[src/rtl/spq_pkg.sv]
// Shared constants, codes and types of the sorted priority queue.
package spq_pkg;

  localparam int DEPTH     = 64;
  localparam int TAG_BITS  = 16;
  localparam int PRIO_BITS = 8;
  localparam int CNT_BITS  = $clog2(DEPTH + 1);

  typedef enum logic [1:0] {
    OP_ENQUEUE = 2'd0,
    OP_DEQUEUE = 2'd1,
    OP_DELETE  = 2'd2
  } op_t;

  typedef enum logic [1:0] {
    ST_DONE      = 2'd0,
    ST_FULL      = 2'd1,
    ST_EMPTY     = 2'd2,
    ST_NOT_FOUND = 2'd3
  } status_t;

  typedef struct packed {
    logic [TAG_BITS-1:0]  tag;
    logic [PRIO_BITS-1:0] prio;
  } entry_t;

  // Command broadcast to every cell of the chain.
  typedef struct packed {
    logic                 enq;
    logic                 deq;
    logic                 del;
    logic [TAG_BITS-1:0]  new_tag;
    logic [PRIO_BITS-1:0] new_prio;
  } cell_ctrl_t;

endpackage

[src/rtl/spq_cell.sv]
// One slot of the sorted chain: compares against the broadcast key and shifts.
module spq_cell import spq_pkg::*; (
  input  logic       clk,
  input  cell_ctrl_t ctrl,
  input  logic       occupied,
  input  logic       left_le,
  input  entry_t     left_entry,
  input  entry_t     right_entry,
  input  logic       hit_in,
  output entry_t     entry,
  output logic       le,
  output logic       hit_out,
  output logic       first
);

  entry_t entry_next;
  logic   match;

  always_comb begin
    match   = occupied && (entry.tag == ctrl.new_tag);
    le      = occupied && (entry.prio <= ctrl.new_prio);
    hit_out = hit_in | match;
    first   = match & ~hit_in;
  end

  // On enqueue, cells holding larger keys move one place back and the first of
  // them takes the new entry. On removal, cells at or behind the removed slot
  // pull from their right neighbor.
  always_comb begin
    entry_next = entry;
    if (ctrl.enq) begin
      if (!le) begin
        if (left_le) begin
          entry_next.tag  = ctrl.new_tag;
          entry_next.prio = ctrl.new_prio;
        end else begin
          entry_next = left_entry;
        end
      end
    end else if (ctrl.deq || (ctrl.del && hit_out)) begin
      entry_next = right_entry;
    end
  end

  always_ff @(posedge clk) begin
    entry <= entry_next;
  end

endmodule

[config.mk]
export PLATFORM = sky130hd
export DESIGN_NAME = spq_cell
export DESIGN_NICKNAME = d
export VERILOG_FILES = /design/src/rtl/spq_pkg.sv /design/src/rtl/spq_cell.sv
export SDC_FILE = /design/constraint.sdc
export NUM_CORES = 1
export LEC_CHECK = 0
export ABC_CLOCK_PERIOD_IN_PS = 2700
export CAP_MARGIN = 10
export CORE_MARGIN = 10
export CORE_UTILIZATION = 30
export CTS_CLUSTER_DIAMETER = 50
export DETAILED_ROUTE_END_ITERATION = 10
export DONT_BUFFER_PORTS = 1
export GPL_TIMING_DRIVEN = 0
export PLACE_DENSITY = 0.44
export SYNTH_ARGS = -nofsm -noshare
export SYNTH_HDL_FRONTEND = slang
export SYNTH_SLANG_ARGS = --single-unit
[constraint.sdc]
create_clock -name clk -period 2.7 [get_ports clk]
set_input_delay 0.135 -clock clk [delete_from_list [all_inputs] [get_ports clk]]
set_output_delay 0.135 -clock clk [all_outputs]
set_load 0.05 [all_outputs]
**After elaboration in Yosys (flattened, before gate mapping)**

Index checks and enable logic that the tools add are counted.

- Order comparisons: 1
- Eq/ne operators: 2
- Muxes and demuxes: 4
- Bitwise logic cells: 3
- Reduce and logical (&&, ||, !) cells: 6

Operators by type and width:

| kind | count |
|---|---|
| 2-to-1 mux 24 bit | 4 |
| == test 16 bit | 1 |
| less-or-equal comparator 8 bit | 1 |
| logical AND 1 bit | 3 |
| inequality test 2 bit, second input constant | 1 |
| AND reduction 2 bit | 1 |
| nonzero test 2 bit | 1 |
| bitwise AND 1 bit | 1 |
| logical OR 1 bit | 1 |
| inverter 1 bit | 1 |
| OR 1 bit | 1 |

- Register bits: 24
- Bits of input ports: 79
- Output and inout port bits: 27
- Word-level logic and storage cells: 18

**Longest topological paths before layout**

- Word-level depth: 7
- Gate-level depth with buffers: 7
- Depth with buffers taken out: 7

**Worst setup path after synthesis**

OpenSTA, ideal clock, no wires.

- Kind: register to register
- Start point: register entry[10] (netlist name)
- End point: register entry[0] (netlist name) (enable)
- Library setup time: 408 ps
- Data arrival time: 2,803 ps
- Data required time: 2,292 ps
- Setup slack: -511 ps
- Cell stages (with the launch flop): 6
- Path buffers: 0
- Clock period less this slack: 3,211 ps
- Path through: edfxtp_1 > xor2_1 > nor4_1 > nand2_1 > o41a_1 > a221oi_2

- Word-level cells in the longest chain between the ends: 7

RTL lines:

| what | line | RTL |
|---|---|---|
| start, declared | spq_cell.sv:10 | `output entry_t entry,` |
| start signal, assigned | spq_cell.sv:46 | `entry <= entry_next;` |
| == test 16 bit | spq_cell.sv:20 | `match = occupied && (entry.tag == ctrl.new_tag);` |
| logical AND 1 bit | spq_cell.sv:20 |  |
| OR 1 bit | spq_cell.sv:22 | `hit_out = hit_in \| match;` |
| logical AND 1 bit | spq_cell.sv:40 | `end else if (ctrl.deq \|\| (ctrl.del && hit_out)) begin` |
| logical OR 1 bit | spq_cell.sv:40 |  |
| nonzero test 2 bit (no line) | n/a |  |
| AND reduction 2 bit (no line) | n/a |  |

Every way passes these cells.
A chain may end at the register's enable or synchronous reset.

**Worst setup path in the final report**

- Start point: register entry[15] (netlist name)
- End point: register entry[8] (netlist name) (enable)

Same word-level chain as after synthesis.

==> reports/results.ini <==
[critical_path]
critical-path-top-delay-family = compound AO/OA/AOI/OAI gates
max_stage_delay_ps = 640
critPathBufInv = 1
slowest_stage = edfxtp_1
endpoint_kind = flip-flop
crit_type = reg -> reg
required_ps = 2700
path_cells = xor2_1, nor4_2, nand2_1, o41a_1, a221oi_4, buf_6
crit_fanout = 7
crit_arrival_ps = 2590
critPathLaunchType = flip-flop

[synthesis]
synth_common_cells = a21oi_1 (26), nor2_1 (26), edfxtp_1 (24), mux2i_1 (24), inv_1 (10)
synth_cell_types = 24
synth-edff-count = 24
yosysWarnings = 0
synth_top_flop_cell = edfxtp_1
syn_area_um2 = 1648
synth.area.top_cells = edfxtp_1 (44%), mux2i_1 (15%), a21oi_1 (7.9%)
avgSynthCellArea_um2 = 10.05
synth_seq_cells = 24
synthCells = 164
yosysTopAreaCellShare_pct = 43.74
async_flop_share_pct = 0
synth_top_area_cell = edfxtp_1
ys_seq_area_share_pct = 43.74
syn_nets = 251

[cells_and_area]
nets = 260
final_layout_size_suffix_gt1_share_pct = 8.721
multi_input_area_um2 = 924.6
syn_to_final_growth_pct = 14.96
n_antenna_cell = 0
reg_top3 = entry: 24 flops
regMostFlops = entry
stdcell_count = 242
postLayoutCoreUtil_pct = 36.39
fillers = 554
fin_area_um2 = 1894
largest_reg_flops = 24
final-seq-area_um2 = 720.7

[detailed_routing]
drt_iter0_drc = 51
first_pass_iters = 4
routedWlPerCell_um = 22.26
drc = 0
num_vias = 1300
via_per_inst = 5.372
drtAntennaViolNets = 0
wirelength_um = 5388

[global_route]
grt_max_degree = 14
grt_pass1_vias = 1474
grt-ovfl-total = 0
grt_usage_pct = 11.74
grt_pass1_wl_um = 8010
antenna_found_initial = 0

[power_and_ir_drop]
p_per_area_nw_per_um2 = 586.3
switching_share_pct = 39.18
p_sw_mw = 0.4351
pwr-share-seq_pct = 58.7
ir_worst_vdd_v = 0.0002298
p_int_mw = 0.6755
clkPwrFrac_pct = 20.2
p_leak_nw = 0.7530
combPwrFrac_pct = 21.0

[clocking]
cts_tree = done
clockBufferDepth = 2
clockRootBuffer = clkbuf_8
cts_hold_buffers = 0
htreeDepth = 1
cts_buffers = 3
clock_latency_ps = 270
clk_pin_slew_ps = 90
cts_sinks = 24

[sta]
worst_pin_slew_ps = 552.2
clock.fmax_mhz = 384.9
period_needed_ps = 2598
fin_worst_skew_ps = 6.178
min_period_over_period_pct = 96.22
setup_viol = 0
maxSlewViolCount = 0
grt_setup_unrepaired = true
maxSlewHeadroom_pct = 63.18
finalHoldViolations = 0
worst_slack_ps = 102.1
fin_hold_ws_ps = 98.27

[floorplanning]
ios = 106
dieWidth_um = 94.12
dieArea_um2 = 8858
core_area_um2 = 5205
start_util_pct = 31.66
row_count = 26
die_h_um = 94.12

[place]
hpwl_um = 4429
place_inst = 234
post-place-ws_ps = -609.7
gp_congestion = 0.7389
io_buffer_count = 0
place_area_um2 = 1747

[run]
maxCapViolations = 0

[min_path]
hold_class = in -> reg

[status]
outcome = finished, final reports clean

## power by group through the flow
stage                     registers (mW)  logic (mW)  clock network (mW)
after detailed placement           0.665       0.199                   0
final                              0.652       0.234               0.225
after floorplan                    0.648       0.158                   0
after global placement             0.663       0.195                   0
after global routing               0.660       0.260               0.255
after CTS                          0.655       0.225               0.238
## worst register-to-register path, delay by kind of cell, from the launching register on
kind	cells	cell delay, ps
buffers and inverters	1	180
AOI/OAI and AO/OA	2	820
DFF	1	640
and+or+nand+nor	2	440
xor gates and xnor gates	1	250
## stage by stage
| step | setup TNS (ps) | power [mW] |
|---|---|---|
| 4_1_cts | 0 | 1.118 |
| 6_report | 0 | 1.111 |
| 2_1_floorplan | -877.4 | 0.8065 |
| 5_1_grt | -607.4 | 1.174 |
| 3_3_place_gp | -14490 | 0.8574 |
| 3_5_place_dp | -14610 | 0.8643 |
## layer usage
metal | vias up | GRT usage [%] | part of all wire (%)
met5 | - | 0 | 0
met4 | 0 | 3.797 | 1.4
met3 | 7 | 6.315 | 13
met2 | 67 | 20.10 | 51
met1 | 621 | 11.99 | 35
li1 | 605 | - | -
## placed cells by master (no fill, tap or decap)
cell type   n
o41a_1      1
a21oi_1    26
nor2b_1     1
xor2_2      1
nor2_1     26
nand2_1     2
nand4_1     3
nand3_1     1
buf_12      1
edfxtp_1   24
buf_6       2
clkinv_1    1
xor2_1      7
clkbuf_8    3
o21a_2      1
nor3_1      1
inv_1      10
a21o_1      3
nor4_2      2
mux2i_1    24
ha_1        8
and2_1      2
a211oi_4    1
xnor2_1     8
buf_2       2
buf_1       1
a221oi_4    2
o211ai_1    1
clkbuf_1    6
nor4_1      1
## area by class of cell
| cell class | instances | share of cell area, % |
|---|---|---|
| inverters | 10 | 1.982 |
| multi-input cells | 122 | 48.81 |
| well taps | 70 | 4.624 |
| clock inverters | 1 | 0.1982 |
| plain buffers | 9 | 1.915 |
| flip-flops and latches | 24 | 38.04 |
| clock buffers | 3 | 2.180 |
| repair buffers | 3 | 2.246 |
## logic make-up (layout without fill, tap and decap cells)
group	count (synthesis)	after routing	share of synthesized area, %
flip-flops	24	24	43.74
XOR/XNOR	16	16	8.505
AO/OA/AOI/OAI	34	35	12.22
adder cells (fa/ha/maj)	8	8	6.075
AND/OR/NAND/NOR	39	39	10.40
multiplexers	24	24	14.58
buffers and inverters	19	26	4.480
## what timing repair did
item / CTS / global route
pin swaps: 2 / 1
setup endpoints to repair: 25 / 27
cloned: 1 / 0
setup buffers: 3 / 0
gates resized for setup: 3 / 6
## worst paths after layout
path,start,cells after the start,slack (ps),to
worst max-delay path,entry[15],6,100,entry[8]
worst min-delay path,right_entry[3],2,100,entry[3]
worst max register to register,entry[15],6,100,entry[8]
worst min register to register,entry[7],4,1640,entry[5]
No activity file was read; power rests on OpenSTA's default activity.
